**src/sv/vrt_pkg.sv**
```systemverilog
// shared types and constants of the voxel ray walker
package vrt_pkg;

   localparam int COORD_BITS_DEF = 32;
   localparam int FRAC_BITS_DEF  = 16;
   localparam int DIR_W          = 16;
   localparam int LEN_W          = 32;
   localparam int SQ_W           = 32;
   localparam int DIST_W         = 33;
   localparam int ROOT_IN_W      = 2 * LEN_W;

   localparam logic [31:0]       REACH_RESET = 32'd524288;
   localparam logic [DIST_W-1:0] DIST_INF    = {DIST_W{1'b1}};

   // transaction kinds on the request channel
   localparam logic KIND_START = 1'b0;
   localparam logic KIND_REPLY = 1'b1;

   // result kinds
   localparam logic [1:0] RK_LOOKUP = 2'd0;
   localparam logic [1:0] RK_HIT    = 2'd1;
   localparam logic [1:0] RK_MISS   = 2'd2;

   localparam logic [2:0] FACE_NONE = 3'd0;
   localparam logic [2:0] FACE_POS  = 3'd1;
   localparam logic [2:0] FACE_NEG  = 3'd2;

   typedef enum logic [3:0] {
      OP_NONE,
      OP_LOAD,
      OP_REPLY,
      OP_SQUARE,
      OP_SQRT,
      OP_DIV,
      OP_STORE,
      OP_TIE,
      OP_STEP
   } dp_op_type;

   typedef enum logic [1:0] {
      EM_NONE,
      EM_LOOKUP,
      EM_HIT,
      EM_MISS
   } emit_type;

   typedef struct packed {
      dp_op_type  op;
      emit_type   emit;
      logic       hit_origin;
      logic [1:0] axis;
      logic       sel_next;
      logic       take;
   } dp_cmd_type;

   typedef struct packed {
      logic req_valid;
      logic req_kind;
      logic reply_hit;
      logic len_zero;
      logic reach_zero;
      logic sqrt_busy;
      logic div_busy;
      logic dir_zero;
      logic tie_empty;
      logic beyond;
      logic overflow;
      logic out_free;
   } dp_status_type;

endpackage

```
**src/sv/vrt_if.sv**
```systemverilog
// request and result channel interfaces

interface vrt_req_if;
   logic               valid;
   logic               ready;
   logic               kind;
   logic signed [31:0] cell_x;
   logic signed [31:0] cell_y;
   logic signed [31:0] cell_z;
   logic [15:0]        frac_x;
   logic [15:0]        frac_y;
   logic [15:0]        frac_z;
   logic signed [15:0] dir_x;
   logic signed [15:0] dir_y;
   logic signed [15:0] dir_z;
   logic               voxel_present;
   logic [15:0]        voxel_value;

   modport source (output valid, kind, cell_x, cell_y, cell_z, frac_x, frac_y, frac_z,
                   dir_x, dir_y, dir_z, voxel_present, voxel_value, input ready);
   modport sink (input valid, kind, cell_x, cell_y, cell_z, frac_x, frac_y, frac_z,
                 dir_x, dir_y, dir_z, voxel_present, voxel_value, output ready);
endinterface

interface vrt_rsp_if;
   logic               valid;
   logic               ready;
   logic [1:0]         result_kind;
   logic signed [31:0] out_x;
   logic signed [31:0] out_y;
   logic signed [31:0] out_z;
   logic [15:0]        hit_value;
   logic [31:0]        hit_distance;
   logic [2:0]         hit_face;
   logic               adjacent_valid;

   modport source (output valid, result_kind, out_x, out_y, out_z, hit_value, hit_distance,
                   hit_face, adjacent_valid, input ready);
   modport sink (input valid, result_kind, out_x, out_y, out_z, hit_value, hit_distance,
                 hit_face, adjacent_valid, output ready);
endinterface

```
**src/sv/voxel_ray_traversal.sv**
```systemverilog
// Voxel ray walker top level. Between the acceptance of a start transaction and its first
// lookup request lie three squares, a bit-serial square root of 32 steps and up to six
// divisions through one shared restoring divider that retires one quotient bit per cycle;
// an axis with zero direction skips its two divisions. A reply transaction ends in a hit
// result or else goes through one minimum-compare step and one cell step. Results wait
// in an output register, so a new transaction is taken while the previous result is pending.
module voxel_ray_traversal
   import vrt_pkg::*;
#(
   parameter int COORD_BITS = COORD_BITS_DEF,
   parameter int FRAC_BITS  = FRAC_BITS_DEF
) (
   input  logic        clock,
   input  logic        reset,
   vrt_req_if.sink     req_ch,
   vrt_rsp_if.source   rsp_ch,
   input  logic        csr_wr_en,
   input  logic [31:0] csr_wr_data
);
   dp_cmd_type    cmd;
   dp_status_type st;

   vrt_ctrl u_ctrl (
      .clock (clock),
      .reset (reset),
      .st    (st),
      .cmd   (cmd)
   );

   vrt_dp #(
      .COORD_BITS (COORD_BITS),
      .FRAC_BITS  (FRAC_BITS)
   ) u_dp (
      .clock       (clock),
      .reset       (reset),
      .req_ch      (req_ch),
      .rsp_ch      (rsp_ch),
      .csr_wr_en   (csr_wr_en),
      .csr_wr_data (csr_wr_data),
      .cmd         (cmd),
      .st          (st)
   );
endmodule

```
**src/sv/vrt_div.sv**
```systemverilog
// restoring divider, one quotient bit per cycle
module vrt_div #(
   parameter int DW = 49,
   parameter int VW = 16
) (
   input  logic          clock,
   input  logic          reset,
   input  logic          start,
   input  logic [DW-1:0] dividend,
   input  logic [VW-1:0] divisor,
   output logic          busy,
   output logic [DW-1:0] quotient
);
   localparam int CW = $clog2(DW + 1);

   logic [DW-1:0] q_ff;
   logic [VW-1:0] rem_ff;
   logic [VW-1:0] den_ff;
   logic [CW-1:0] cnt_ff;
   logic          busy_ff;
   logic [VW:0]   shifted;
   logic [VW:0]   diff;
   logic          fits;

   // one shift and trial subtract
   always_comb begin
      shifted = {rem_ff, q_ff[DW-1]};
      diff    = shifted - {1'b0, den_ff};
      fits    = shifted >= {1'b0, den_ff};
   end

   always_ff @(posedge clock) begin
      if (reset) begin
         busy_ff <= 1'b0;
      end else if (start) begin
         busy_ff <= 1'b1;
      end else if (busy_ff && cnt_ff == CW'(DW - 1)) begin
         busy_ff <= 1'b0;
      end
   end

   always_ff @(posedge clock) begin
      if (start) begin
         q_ff   <= dividend;
         rem_ff <= '0;
         den_ff <= divisor;
         cnt_ff <= '0;
      end else if (busy_ff) begin
         q_ff   <= {q_ff[DW-2:0], fits};
         rem_ff <= fits ? diff[VW-1:0] : shifted[VW-1:0];
         cnt_ff <= cnt_ff + 1'b1;
      end
   end

   assign busy     = busy_ff;
   assign quotient = q_ff;
endmodule

```
**src/sv/vrt_sqrt.sv**
```systemverilog
// bit-pair square root, one result bit per cycle
module vrt_sqrt #(
   parameter int IN_W = 64
) (
   input  logic              clock,
   input  logic              reset,
   input  logic              start,
   input  logic [IN_W-1:0]   radicand,
   output logic              busy,
   output logic [IN_W/2-1:0] root
);
   logic [IN_W-1:0] n_ff;
   logic [IN_W-1:0] r_ff;
   logic [IN_W-1:0] b_ff;
   logic            busy_ff;
   logic [IN_W-1:0] trial;
   logic            fits;

   always_comb begin
      trial = r_ff + b_ff;
      fits  = n_ff >= trial;
   end

   always_ff @(posedge clock) begin
      if (reset) begin
         busy_ff <= 1'b0;
      end else if (start) begin
         busy_ff <= 1'b1;
      end else if (busy_ff && b_ff[0]) begin
         busy_ff <= 1'b0;
      end
   end

   always_ff @(posedge clock) begin
      if (start) begin
         n_ff <= radicand;
         r_ff <= '0;
         b_ff <= {2'b01, {(IN_W-2){1'b0}}};
      end else if (busy_ff) begin
         if (fits) begin
            n_ff <= n_ff - trial;
            r_ff <= (r_ff >> 1) + b_ff;
         end else begin
            r_ff <= r_ff >> 1;
         end
         b_ff <= b_ff >> 2;
      end
   end

   assign busy = busy_ff;
   assign root = r_ff[IN_W/2-1:0];
endmodule

```
**src/sv/vrt_dp.sv**
```systemverilog
// ray walker datapath: ray state, setup arithmetic and result register
module vrt_dp
   import vrt_pkg::*;
#(
   parameter int COORD_BITS = COORD_BITS_DEF,
   parameter int FRAC_BITS  = FRAC_BITS_DEF
) (
   input  logic          clock,
   input  logic          reset,
   vrt_req_if.sink       req_ch,
   vrt_rsp_if.source     rsp_ch,
   input  logic          csr_wr_en,
   input  logic [31:0]   csr_wr_data,
   input  dp_cmd_type    cmd,
   output dp_status_type st
);
   localparam int NUM_W = FRAC_BITS + 1;
   localparam int DIV_W = NUM_W + LEN_W;
   localparam int CX_W  = COORD_BITS + 1;

   logic [31:0]                  reach_ff;
   logic signed [COORD_BITS-1:0] cell_ff [3];
   logic signed [DIR_W-1:0]      dir_ff [3];
   logic [15:0]                  frac_ff [3];
   logic signed [1:0]            sign_ff [3];
   logic [DIST_W-1:0]            next_ff [3];
   logic [DIST_W-1:0]            delta_ff [3];
   logic [2:0]                   tie_ff;
   logic [31:0]                  dist_ff;
   logic [1:0]                   last_ff;
   logic [15:0]                  value_ff;
   logic                         hit_ff;
   logic [SQ_W-1:0]              sum_ff;

   logic                         rsp_valid_ff;
   logic [1:0]                   rsp_kind_ff;
   logic signed [31:0]           rsp_x_ff;
   logic signed [31:0]           rsp_y_ff;
   logic signed [31:0]           rsp_z_ff;
   logic [15:0]                  rsp_value_ff;
   logic [31:0]                  rsp_dist_ff;
   logic [2:0]                   rsp_face_ff;
   logic                         rsp_adj_ff;

   logic                         sqrt_busy;
   logic [LEN_W-1:0]             len;
   logic                         div_busy;
   logic [DIV_W-1:0]             quot;

   logic signed [DIR_W-1:0]      dsel;
   logic [DIR_W-1:0]             mag;
   logic signed [2*DIR_W-1:0]    square;
   logic [FRAC_BITS-1:0]         fr;
   logic [NUM_W-1:0]             fnum;
   logic [DIV_W-1:0]             num;
   logic [DIV_W-1:0]             dividend;
   logic [DIST_W-1:0]            m;
   logic [1:0]                   pa;
   logic [CX_W-1:0]              nc;
   logic [DIST_W:0]              nsum;
   logic [DIST_W-1:0]            nsat;
   logic [CX_W-1:0]              pc;
   logic [2:0]                   face;
   logic                         out_free;

   // configuration register
   always_ff @(posedge clock) begin
      if (reset) begin
         reach_ff <= REACH_RESET;
      end else if (csr_wr_en) begin
         reach_ff <= csr_wr_data;
      end
   end

   // setup arithmetic on the selected axis
   always_comb begin
      dsel     = dir_ff[cmd.axis];
      mag      = dsel[DIR_W-1] ? DIR_W'(-dsel) : DIR_W'(dsel);
      square   = dsel * dsel;
      fr       = FRAC_BITS'(frac_ff[cmd.axis]);
      fnum     = (dsel > 0) ? ({1'b1, {FRAC_BITS{1'b0}}} - {1'b0, fr}) : {1'b0, fr};
      num      = DIV_W'(fnum) * DIV_W'(len);
      dividend = cmd.sel_next ? num : DIV_W'(len);
   end

   // nearest crossing and the axis to step
   always_comb begin
      m = next_ff[0];
      if (next_ff[1] < m) m = next_ff[1];
      if (next_ff[2] < m) m = next_ff[2];
      pa   = tie_ff[0] ? 2'd0 : (tie_ff[1] ? 2'd1 : 2'd2);
      nc   = CX_W'(cell_ff[pa]) + {{(CX_W-2){sign_ff[pa][1]}}, sign_ff[pa]};
      nsum = {1'b0, next_ff[pa]} + {1'b0, delta_ff[pa]};
      nsat = (nsum >= {1'b0, DIST_INF}) ? DIST_INF : nsum[DIST_W-1:0];
   end

   // face entered on a hit after a step
   always_comb begin
      pc   = CX_W'(cell_ff[last_ff]) - {{(CX_W-2){sign_ff[last_ff][1]}}, sign_ff[last_ff]};
      face = {last_ff, 1'b0} + (sign_ff[last_ff][1] ? FACE_NEG : FACE_POS);
   end

   vrt_sqrt #(.IN_W(ROOT_IN_W)) u_sqrt (
      .clock    (clock),
      .reset    (reset),
      .start    (cmd.op == OP_SQRT),
      .radicand ({sum_ff, {(ROOT_IN_W-SQ_W){1'b0}}}),
      .busy     (sqrt_busy),
      .root     (len)
   );

   vrt_div #(.DW(DIV_W), .VW(DIR_W)) u_div (
      .clock    (clock),
      .reset    (reset),
      .start    (cmd.op == OP_DIV),
      .dividend (dividend),
      .divisor  (mag),
      .busy     (div_busy),
      .quotient (quot)
   );

   // ray state
   always_ff @(posedge clock) begin
      if (reset) begin
         tie_ff <= '0;
      end else begin
         unique case (cmd.op)
            OP_LOAD: begin
               cell_ff[0] <= COORD_BITS'(req_ch.cell_x);
               cell_ff[1] <= COORD_BITS'(req_ch.cell_y);
               cell_ff[2] <= COORD_BITS'(req_ch.cell_z);
               dir_ff[0]  <= req_ch.dir_x;
               dir_ff[1]  <= req_ch.dir_y;
               dir_ff[2]  <= req_ch.dir_z;
               frac_ff[0] <= req_ch.frac_x;
               frac_ff[1] <= req_ch.frac_y;
               frac_ff[2] <= req_ch.frac_z;
               for (int a = 0; a < 3; a++) begin
                  sign_ff[a]  <= 2'sb00;
                  next_ff[a]  <= DIST_INF;
                  delta_ff[a] <= DIST_INF;
               end
               tie_ff  <= '0;
               dist_ff <= '0;
               last_ff <= '0;
               sum_ff  <= '0;
            end
            OP_REPLY: begin
               value_ff <= req_ch.voxel_value;
               hit_ff   <= req_ch.voxel_present && (req_ch.voxel_value != '0);
            end
            OP_SQUARE: begin
               sum_ff <= sum_ff + SQ_W'(unsigned'(square));
            end
            OP_DIV: begin
               sign_ff[cmd.axis] <= dsel[DIR_W-1] ? 2'sb11 : 2'sb01;
            end
            OP_STORE: begin
               if (cmd.sel_next) begin
                  next_ff[cmd.axis] <= quot[FRAC_BITS +: DIST_W];
               end else begin
                  delta_ff[cmd.axis] <= quot[DIST_W-1:0];
               end
            end
            OP_TIE: begin
               tie_ff  <= {next_ff[2] == m, next_ff[1] == m, next_ff[0] == m};
               dist_ff <= m[31:0];
            end
            OP_STEP: begin
               cell_ff[pa] <= nc[COORD_BITS-1:0];
               next_ff[pa] <= nsat;
               tie_ff[pa]  <= 1'b0;
               last_ff     <= pa;
            end
            OP_NONE, OP_SQRT: begin
            end
            default: begin
            end
         endcase
         if (cmd.emit == EM_HIT || cmd.emit == EM_MISS) begin
            tie_ff <= '0;
         end
      end
   end

   // result register
   assign out_free = !rsp_valid_ff || rsp_ch.ready;

   always_ff @(posedge clock) begin
      if (reset) begin
         rsp_valid_ff <= 1'b0;
      end else if (cmd.emit != EM_NONE) begin
         rsp_valid_ff <= 1'b1;
      end else if (rsp_ch.ready) begin
         rsp_valid_ff <= 1'b0;
      end
   end

   always_ff @(posedge clock) begin
      unique case (cmd.emit)
         EM_LOOKUP, EM_HIT: begin
            rsp_kind_ff  <= (cmd.emit == EM_HIT) ? RK_HIT : RK_LOOKUP;
            rsp_x_ff     <= 32'(cell_ff[0]);
            rsp_y_ff     <= 32'(cell_ff[1]);
            rsp_z_ff     <= 32'(cell_ff[2]);
            rsp_value_ff <= (cmd.emit == EM_HIT) ? value_ff : '0;
            if (cmd.emit == EM_HIT && !cmd.hit_origin) begin
               rsp_dist_ff <= dist_ff;
               rsp_face_ff <= face;
               rsp_adj_ff  <= pc[COORD_BITS] == pc[COORD_BITS-1];
            end else begin
               rsp_dist_ff <= '0;
               rsp_face_ff <= FACE_NONE;
               rsp_adj_ff  <= 1'b0;
            end
         end
         EM_MISS: begin
            rsp_kind_ff  <= RK_MISS;
            rsp_x_ff     <= '0;
            rsp_y_ff     <= '0;
            rsp_z_ff     <= '0;
            rsp_value_ff <= '0;
            rsp_dist_ff  <= '0;
            rsp_face_ff  <= FACE_NONE;
            rsp_adj_ff   <= 1'b0;
         end
         EM_NONE: begin
         end
         default: begin
         end
      endcase
   end

   assign rsp_ch.valid          = rsp_valid_ff;
   assign rsp_ch.result_kind    = rsp_kind_ff;
   assign rsp_ch.out_x          = rsp_x_ff;
   assign rsp_ch.out_y          = rsp_y_ff;
   assign rsp_ch.out_z          = rsp_z_ff;
   assign rsp_ch.hit_value      = rsp_value_ff;
   assign rsp_ch.hit_distance   = rsp_dist_ff;
   assign rsp_ch.hit_face       = rsp_face_ff;
   assign rsp_ch.adjacent_valid = rsp_adj_ff;
   assign req_ch.ready          = cmd.take;

   // status toward the controller
   always_comb begin
      st.req_valid  = req_ch.valid;
      st.req_kind   = req_ch.kind;
      st.reply_hit  = hit_ff;
      st.len_zero   = sum_ff == '0;
      st.reach_zero = reach_ff == '0;
      st.sqrt_busy  = sqrt_busy;
      st.div_busy   = div_busy;
      st.dir_zero   = dsel == '0;
      st.tie_empty  = tie_ff == '0;
      st.beyond     = (m == DIST_INF) || (m > {1'b0, reach_ff});
      st.overflow   = nc[COORD_BITS] != nc[COORD_BITS-1];
      st.out_free   = out_free;
   end
endmodule

```
**src/sv/vrt_ctrl.sv**
```systemverilog
// ray walker controller: sequences setup, lookups and results
module vrt_ctrl
   import vrt_pkg::*;
(
   input  logic          clock,
   input  logic          reset,
   input  dp_status_type st,
   output dp_cmd_type    cmd
);
   typedef enum logic [3:0] {
      ST_IDLE,
      ST_SQUARE,
      ST_CHECK,
      ST_SQRT,
      ST_DIV_GO,
      ST_DIV_WAIT,
      ST_LOOKUP,
      ST_MISS,
      ST_REPLY,
      ST_HIT,
      ST_TIE,
      ST_STEP
   } state_type;

   typedef enum logic [1:0] {
      PH_IDLE,
      PH_ORIGIN,
      PH_STEP
   } phase_type;

   state_type  state_ff;
   phase_type  phase_ff;
   logic [1:0] axis_ff;
   logic       sel_ff;

   // command decode
   always_comb begin
      cmd            = '0;
      cmd.op         = OP_NONE;
      cmd.emit       = EM_NONE;
      cmd.axis       = axis_ff;
      cmd.sel_next   = sel_ff;
      cmd.hit_origin = phase_ff == PH_ORIGIN;
      unique case (state_ff)
         ST_IDLE: begin
            cmd.take = 1'b1;
            if (st.req_valid) begin
               if (st.req_kind == KIND_START) begin
                  cmd.op = OP_LOAD;
               end else if (phase_ff != PH_IDLE) begin
                  cmd.op = OP_REPLY;
               end
            end
         end
         ST_SQUARE: cmd.op = OP_SQUARE;
         ST_CHECK: begin
            if (!(st.len_zero || st.reach_zero)) cmd.op = OP_SQRT;
         end
         ST_DIV_GO: begin
            if (!st.dir_zero) cmd.op = OP_DIV;
         end
         ST_DIV_WAIT: begin
            if (!st.div_busy) cmd.op = OP_STORE;
         end
         ST_LOOKUP: begin
            if (st.out_free) cmd.emit = EM_LOOKUP;
         end
         ST_MISS: begin
            if (st.out_free) cmd.emit = EM_MISS;
         end
         ST_HIT: begin
            if (st.out_free) cmd.emit = EM_HIT;
         end
         ST_TIE: begin
            if (st.tie_empty && !st.beyond) cmd.op = OP_TIE;
         end
         ST_STEP: begin
            if (!st.overflow) cmd.op = OP_STEP;
         end
         ST_SQRT, ST_REPLY: begin
         end
         default: begin
         end
      endcase
   end

   // state, phase and axis counters
   always_ff @(posedge clock) begin
      if (reset) begin
         state_ff <= ST_IDLE;
         phase_ff <= PH_IDLE;
         axis_ff  <= '0;
         sel_ff   <= 1'b0;
      end else begin
         unique case (state_ff)
            ST_IDLE: begin
               axis_ff <= '0;
               sel_ff  <= 1'b0;
               if (st.req_valid) begin
                  if (st.req_kind == KIND_START) begin
                     phase_ff <= PH_IDLE;
                     state_ff <= ST_SQUARE;
                  end else if (phase_ff != PH_IDLE) begin
                     state_ff <= ST_REPLY;
                  end
               end
            end
            ST_SQUARE: begin
               if (axis_ff == 2'd2) begin
                  axis_ff  <= '0;
                  state_ff <= ST_CHECK;
               end else begin
                  axis_ff <= axis_ff + 1'b1;
               end
            end
            ST_CHECK: begin
               state_ff <= (st.len_zero || st.reach_zero) ? ST_MISS : ST_SQRT;
            end
            ST_SQRT: begin
               if (!st.sqrt_busy) state_ff <= ST_DIV_GO;
            end
            ST_DIV_GO: begin
               if (!st.dir_zero) begin
                  state_ff <= ST_DIV_WAIT;
               end else if (axis_ff == 2'd2) begin
                  phase_ff <= PH_ORIGIN;
                  state_ff <= ST_LOOKUP;
               end else begin
                  axis_ff <= axis_ff + 1'b1;
               end
            end
            ST_DIV_WAIT: begin
               if (!st.div_busy) begin
                  if (!sel_ff) begin
                     sel_ff   <= 1'b1;
                     state_ff <= ST_DIV_GO;
                  end else if (axis_ff == 2'd2) begin
                     sel_ff   <= 1'b0;
                     phase_ff <= PH_ORIGIN;
                     state_ff <= ST_LOOKUP;
                  end else begin
                     sel_ff   <= 1'b0;
                     axis_ff  <= axis_ff + 1'b1;
                     state_ff <= ST_DIV_GO;
                  end
               end
            end
            ST_LOOKUP: begin
               if (st.out_free) state_ff <= ST_IDLE;
            end
            ST_MISS, ST_HIT: begin
               if (st.out_free) begin
                  phase_ff <= PH_IDLE;
                  state_ff <= ST_IDLE;
               end
            end
            ST_REPLY: begin
               state_ff <= st.reply_hit ? ST_HIT : ST_TIE;
            end
            ST_TIE: begin
               state_ff <= (st.tie_empty && st.beyond) ? ST_MISS : ST_STEP;
            end
            ST_STEP: begin
               if (st.overflow) begin
                  state_ff <= ST_MISS;
               end else begin
                  phase_ff <= PH_STEP;
                  state_ff <= ST_LOOKUP;
               end
            end
            default: state_ff <= ST_IDLE;
         endcase
      end
   end
endmodule
```
**src/flat_wrapper.sv**
```systemverilog
// flat-port wrapper written by rule: the top's interface ports become plain ports
module voxel_ray_traversal_flat import vrt_pkg::*;
#(
   parameter int COORD_BITS = COORD_BITS_DEF,
   parameter int FRAC_BITS  = FRAC_BITS_DEF
)
  (clock, reset, csr_wr_en, csr_wr_data, req_ch_valid, req_ch_kind, req_ch_cell_x, req_ch_cell_y, req_ch_cell_z, req_ch_frac_x, req_ch_frac_y, req_ch_frac_z, req_ch_dir_x, req_ch_dir_y, req_ch_dir_z, req_ch_voxel_present, req_ch_voxel_value, req_ch_ready, rsp_ch_valid, rsp_ch_result_kind, rsp_ch_out_x, rsp_ch_out_y, rsp_ch_out_z, rsp_ch_hit_value, rsp_ch_hit_distance, rsp_ch_hit_face, rsp_ch_adjacent_valid, rsp_ch_ready);
  vrt_req_if req_ch_i ();
  vrt_rsp_if rsp_ch_i ();
  input  logic clock;
  input  logic reset;
  input  logic csr_wr_en;
  input  logic [31:0] csr_wr_data;
  input wire logic [$bits(req_ch_i.valid)-1:0] req_ch_valid;
  input wire logic [$bits(req_ch_i.kind)-1:0] req_ch_kind;
  input wire logic [$bits(req_ch_i.cell_x)-1:0] req_ch_cell_x;
  input wire logic [$bits(req_ch_i.cell_y)-1:0] req_ch_cell_y;
  input wire logic [$bits(req_ch_i.cell_z)-1:0] req_ch_cell_z;
  input wire logic [$bits(req_ch_i.frac_x)-1:0] req_ch_frac_x;
  input wire logic [$bits(req_ch_i.frac_y)-1:0] req_ch_frac_y;
  input wire logic [$bits(req_ch_i.frac_z)-1:0] req_ch_frac_z;
  input wire logic [$bits(req_ch_i.dir_x)-1:0] req_ch_dir_x;
  input wire logic [$bits(req_ch_i.dir_y)-1:0] req_ch_dir_y;
  input wire logic [$bits(req_ch_i.dir_z)-1:0] req_ch_dir_z;
  input wire logic [$bits(req_ch_i.voxel_present)-1:0] req_ch_voxel_present;
  input wire logic [$bits(req_ch_i.voxel_value)-1:0] req_ch_voxel_value;
  output wire logic [$bits(req_ch_i.ready)-1:0] req_ch_ready;
  output wire logic [$bits(rsp_ch_i.valid)-1:0] rsp_ch_valid;
  output wire logic [$bits(rsp_ch_i.result_kind)-1:0] rsp_ch_result_kind;
  output wire logic [$bits(rsp_ch_i.out_x)-1:0] rsp_ch_out_x;
  output wire logic [$bits(rsp_ch_i.out_y)-1:0] rsp_ch_out_y;
  output wire logic [$bits(rsp_ch_i.out_z)-1:0] rsp_ch_out_z;
  output wire logic [$bits(rsp_ch_i.hit_value)-1:0] rsp_ch_hit_value;
  output wire logic [$bits(rsp_ch_i.hit_distance)-1:0] rsp_ch_hit_distance;
  output wire logic [$bits(rsp_ch_i.hit_face)-1:0] rsp_ch_hit_face;
  output wire logic [$bits(rsp_ch_i.adjacent_valid)-1:0] rsp_ch_adjacent_valid;
  input wire logic [$bits(rsp_ch_i.ready)-1:0] rsp_ch_ready;
  assign req_ch_i.valid = req_ch_valid;
  assign req_ch_i.kind = req_ch_kind;
  assign req_ch_i.cell_x = req_ch_cell_x;
  assign req_ch_i.cell_y = req_ch_cell_y;
  assign req_ch_i.cell_z = req_ch_cell_z;
  assign req_ch_i.frac_x = req_ch_frac_x;
  assign req_ch_i.frac_y = req_ch_frac_y;
  assign req_ch_i.frac_z = req_ch_frac_z;
  assign req_ch_i.dir_x = req_ch_dir_x;
  assign req_ch_i.dir_y = req_ch_dir_y;
  assign req_ch_i.dir_z = req_ch_dir_z;
  assign req_ch_i.voxel_present = req_ch_voxel_present;
  assign req_ch_i.voxel_value = req_ch_voxel_value;
  assign req_ch_ready = req_ch_i.ready;
  assign rsp_ch_valid = rsp_ch_i.valid;
  assign rsp_ch_result_kind = rsp_ch_i.result_kind;
  assign rsp_ch_out_x = rsp_ch_i.out_x;
  assign rsp_ch_out_y = rsp_ch_i.out_y;
  assign rsp_ch_out_z = rsp_ch_i.out_z;
  assign rsp_ch_hit_value = rsp_ch_i.hit_value;
  assign rsp_ch_hit_distance = rsp_ch_i.hit_distance;
  assign rsp_ch_hit_face = rsp_ch_i.hit_face;
  assign rsp_ch_adjacent_valid = rsp_ch_i.adjacent_valid;
  assign rsp_ch_i.ready = rsp_ch_ready;
  voxel_ray_traversal #(.COORD_BITS(COORD_BITS), .FRAC_BITS(FRAC_BITS)) u_core (.clock(clock), .reset(reset), .req_ch(req_ch_i), .rsp_ch(rsp_ch_i), .csr_wr_en(csr_wr_en), .csr_wr_data(csr_wr_data));
endmodule
```
**config.mk**
```make
export PLATFORM = sky130hd
export DESIGN_NAME = voxel_ray_traversal_flat
export DESIGN_NICKNAME = d
export VERILOG_FILES = /design/src/sv/vrt_pkg.sv /design/src/sv/vrt_if.sv /design/src/sv/voxel_ray_traversal.sv /design/src/sv/vrt_div.sv /design/src/sv/vrt_sqrt.sv /design/src/sv/vrt_dp.sv /design/src/sv/vrt_ctrl.sv /design/src/flat_wrapper.sv
export SDC_FILE = /design/constraint.sdc
export NUM_CORES = 2
export LEC_CHECK = 0
export BUFFER_PORTS_ARGS = -buffer_cell sky130_fd_sc_hd__buf_2
export CELL_PAD_IN_SITES_DETAIL_PLACEMENT = 1
export CELL_PAD_IN_SITES_GLOBAL_PLACEMENT = 1
export CORE_ASPECT_RATIO = 0.75
export CORE_MARGIN = 2
export CORE_UTILIZATION = 32
export CTS_CLUSTER_SIZE = 12
export DETAILED_ROUTE_END_ITERATION = 8
export GPL_TIMING_DRIVEN = 0
export HOLD_SLACK_MARGIN = 0.03
export MAX_ROUTING_LAYER = met4
export PLACE_DENSITY_LB_ADDON = 0.05
export SLEW_MARGIN = 20
export SYNTH_ARGS = -nofsm -noshare
export SYNTH_HDL_FRONTEND = slang
export SYNTH_SLANG_ARGS = --single-unit
export TNS_END_PERCENT = 30
```
**constraint.sdc**
```tcl
create_clock -name clock -period 11 [get_ports clock]
set_input_delay 0.55 -clock clock [delete_from_list [all_inputs] [get_ports clock]]
set_output_delay 0.55 -clock clock [all_outputs]
set_load 0.01 [all_outputs]
```
==> impl_metrics.py <==
metrics = {
    "outcome": {
        "outcome": "finished, final reports clean",
    },
    "place": {
        "pre_cts_slack_ps": -5890,
        "dp_hpwl_um": 272000,
        "gp_congestion": 0.921,
        "placed_cell_area_um2": 90400,
        "io_buffers": 396,
    },
    "clock_network": {
        "cts.sinks": 960,
        "path_clk_slew_ps": 60,
        "clkLatencyLatePin_ps": 800,
        "ctsRootBufferMaster": "clkbuf_16",
        "htreeDepth": 3,
        "cts_tree": "built",
        "cts_buffers": 113,
        "cts_buffer_depth": 3,
    },
    "timing": {
        "fmax_mhz": 93.6,
        "hold_violations": 0,
        "slew_violations": 0,
        "maxSlewHeadroom_pct": 12.0,
        "period_share_pct": 97.1,
        "skew_ps": 89.8,
        "final-setup-viol-count": 0,
        "worst_slew_pin_slew_ps": 1310,
        "period_minus_slack_ps": 10680,
        "finalWorstSetupSlack_ps": 317,
        "fin_tns_setup_ps": 0,
        "rsz0062_at_grt": "yes",
    },
    "critical_path": {
        "worstSetupEndpointType": "flip-flop",
        "cp_num_buf_inv": 9,
        "slowest_delay_ps": 630,
        "worstSetupStartpointType": "flip-flop",
        "crit_family": "adder cells",
        "critPathSlowestCell": "fa_1",
        "crit_type": "reg2reg",
        "cpMostUsedCell": "fa_1",
        "arrival_ps": 11150,
        "required_ps": 11470,
        "crit_path_max_fanout": 10,
    },
    "logic_synthesis": {
        "syn_inst": 8602,
        "synth_area_um2": 83100,
        "synth_cell_types": 82,
        "synth_top_cell_by_area": "edfxtp_1",
        "ys_async_sr_fraction_pct": 0,
        "synth_edf_count": 756,
        "synth_top_cell_area_share_pct": 27.3,
        "synthTopCellsByArea": "edfxtp_1 27%, fa_1 17%, ha_1 8.7%",
        "syn_area_per_cell_um2": 9.67,
        "synth_ff_type": "edfxtp_1",
        "ys_seq_area_share_pct": 32.2,
        "ys_seq_elements": 960,
        "ys_warn_count": 0,
    },
    "detailed_routing": {
        "drtPass1Iterations": 5,
        "routed_wl_um": 340000,
        "via_per_inst": 5.19,
        "ant_nets": 0,
        "avgRoutedWirePerCell_um": 26.3,
        "drc": 0,
        "first_iter_violations": 4645,
        "vias": 67200,
    },
    "min_path": {
        "holdCritPathClass": "in2reg",
    },
    "floorplan": {
        "rows": 162,
        "coreArea_um2": 259000,
        "initial_core_util_pct": 32.1,
        "ios": 399,
        "die_area_um2": 264000,
        "die_x_um": 593,
        "fp.dieH_um": 445,
    },
    "global_routing": {
        "antenna_found_initial": 26,
        "grt_use_total_pct": 26.4,
        "grt_pass1_wl_um": 495000,
        "overflow": 0,
        "first_global_vias": 70200,
        "grt_max_degree": 76,
    },
    "cells_and_area": {
        "fin_area_um2": 97600,
        "final_common_cell": "nand2_1",
        "fin_nets": 11000,
        "final_util_pct": 37.7,
        "syn2layout_area_growth_pct": 17.4,
        "final_cell_mix": "1157 x nand2_1, 977 x inv_1, 756 x edfxtp_1",
        "final_layout_size_suffix_gt1_share_pct": 11.2,
    },
    "job": {
        "drv_cap": 0,
    },
}
what timing repair did:
item	4_1_cts	5_1_grt
hold buffers	193	0
buffers inserted	31	18
resized for setup	180	63
endpoints found under the setup margin	584	474
pin swaps	24	28
cloned	0	3
endpoints found under the hold margin	193	0
final timing paths:
check                           depth (start not counted)                         from                             end  slack [ps]
worst max-delay path                                   39                    flip-flop  u_core.u_dp.u_div.quotient[45]         320
worst min-delay path                                    2            req_ch_cell_y[29]      u_core.u_dp.cell_ff[1][29]          80
worst max register to register                         39                    flip-flop  u_core.u_dp.u_div.quotient[45]         320
worst min register to register                          2  u_core.u_dp.u_sqrt.n_ff[11]     u_core.u_dp.u_sqrt.n_ff[11]         460
layout make-up:
| class | instances | area [um2] |
|---|---|---|
| diodes | 6 | 15.0 |
| plain buffers | 408 | 1960 |
| clock buffers | 148 | 3130 |
| clock inverters | 64 | 801 |
| fillers | 29400 | 161000 |
| inverters | 988 | 3730 |
| multi-input cells | 6267 | 51900 |
| flip-flops and latches | 960 | 26800 |
| well taps | 3444 | 4310 |
| repair buffers | 671 | 4930 |
registers in the layout (all words and copies together), names as in the netlist, 4 cells and up, named ones only:
name	count
u_core.u_dp.u_div.den_ff	16
u_core.u_dp.u_div.cnt_ff	6
u_core.u_dp.u_sqrt.n_ff	64
u_core.u_dp.rsp_ch.out_y	32
u_core.u_dp.rsp_ch.out_z	32
u_core.u_dp.rsp_ch.hit_distance	32
u_core.u_dp.sign_ff	7
u_core.u_dp.dir_ff	48
u_core.u_dp.rsp_ch.hit_value	16
u_core.u_dp.u_sqrt.b_ff	32
u_core.u_dp.u_div.quotient	49
u_core.u_dp.dist_ff	32
u_core.u_dp.cell_ff	128
u_core.u_dp.rsp_ch.out_x	32
u_core.u_ctrl.state_ff	4
u_core.u_dp.next_ff	99
u_core.u_dp.value_ff	16
u_core.u_dp.frac_ff	48
u_core.u_dp.sum_ff	32
u_core.u_dp.delta_ff	99
u_core.u_dp.u_div.rem_ff	16
u_core.u_dp.reach_ff	32
u_core.u_dp.u_sqrt.r_ff	64
kinds of logic (layout without fill, tap and decap cells):
logic type | count (synthesis) | in the layout | share of synthesized area, %
AO/OA/AOI/OAI | 1527 | 1527 | 11.6
XOR/XNOR | 390 | 390 | 4.11
adder cells (fa/ha/maj) | 1301 | 1301 | 26.1
buffers and inverters | 1409 | 2279 | 6.39
flip-flops | 960 | 960 | 32.2
multiplexers | 365 | 365 | 4.99
other | 1 | 38 | 0.00451
AND/OR/NAND/NOR | 2649 | 2652 | 14.6
layer usage:
| layer | part of all wire [%] | track usage (%) | wire length [um] | up-vias |
|---|---|---|---|---|
| met4 | 1.4 | 3.70 | 4840 | 0 |
| met3 | 5.1 | 3.08 | 17400 | 239 |
| li1 | - | - | - | 30800 |
| met2 | 43 | 38.7 | 146000 | 1503 |
| met1 | 51 | 39.5 | 172000 | 34700 |
| met5 | 0 | - | 0 | - |
metrics by stage:
stage	hold slack, ps	instances
after global routing	47.8	13000
after global placement	443	12500
after detailed placement	453	12500
final	83.1	13000
after floorplan	435	8633
after CTS	30.3	12900
cells in the mapped netlist (139+ instances only):
cell type,n
a21o_1,159
a21oi_1,391
and2_1,297
clkbuf_1,379
dfxtp_1,204
edfxtp_1,756
fa_1,722
ha_1,579
inv_1,980
mux2i_1,264
nand2_1,1165
nor2_1,561
o21ai_0,400
xnor2_1,251
xor2_1,139
worst reg2reg max path: cells and delay by family (launching register included):
family                     cells  cell delay (ps)
and+or+nand+nor                7             1300
xor gates and xnor gates       2              570
buffers and inverters          9             1350
muxes                          1              240
adders and majority gates      8             3690
AOI/OAI and AO/OA             12             2800
DFF                            1              470
Power is not shown: default switching activity piles up to over one toggle a cycle in this logic, so the estimate is an artifact.
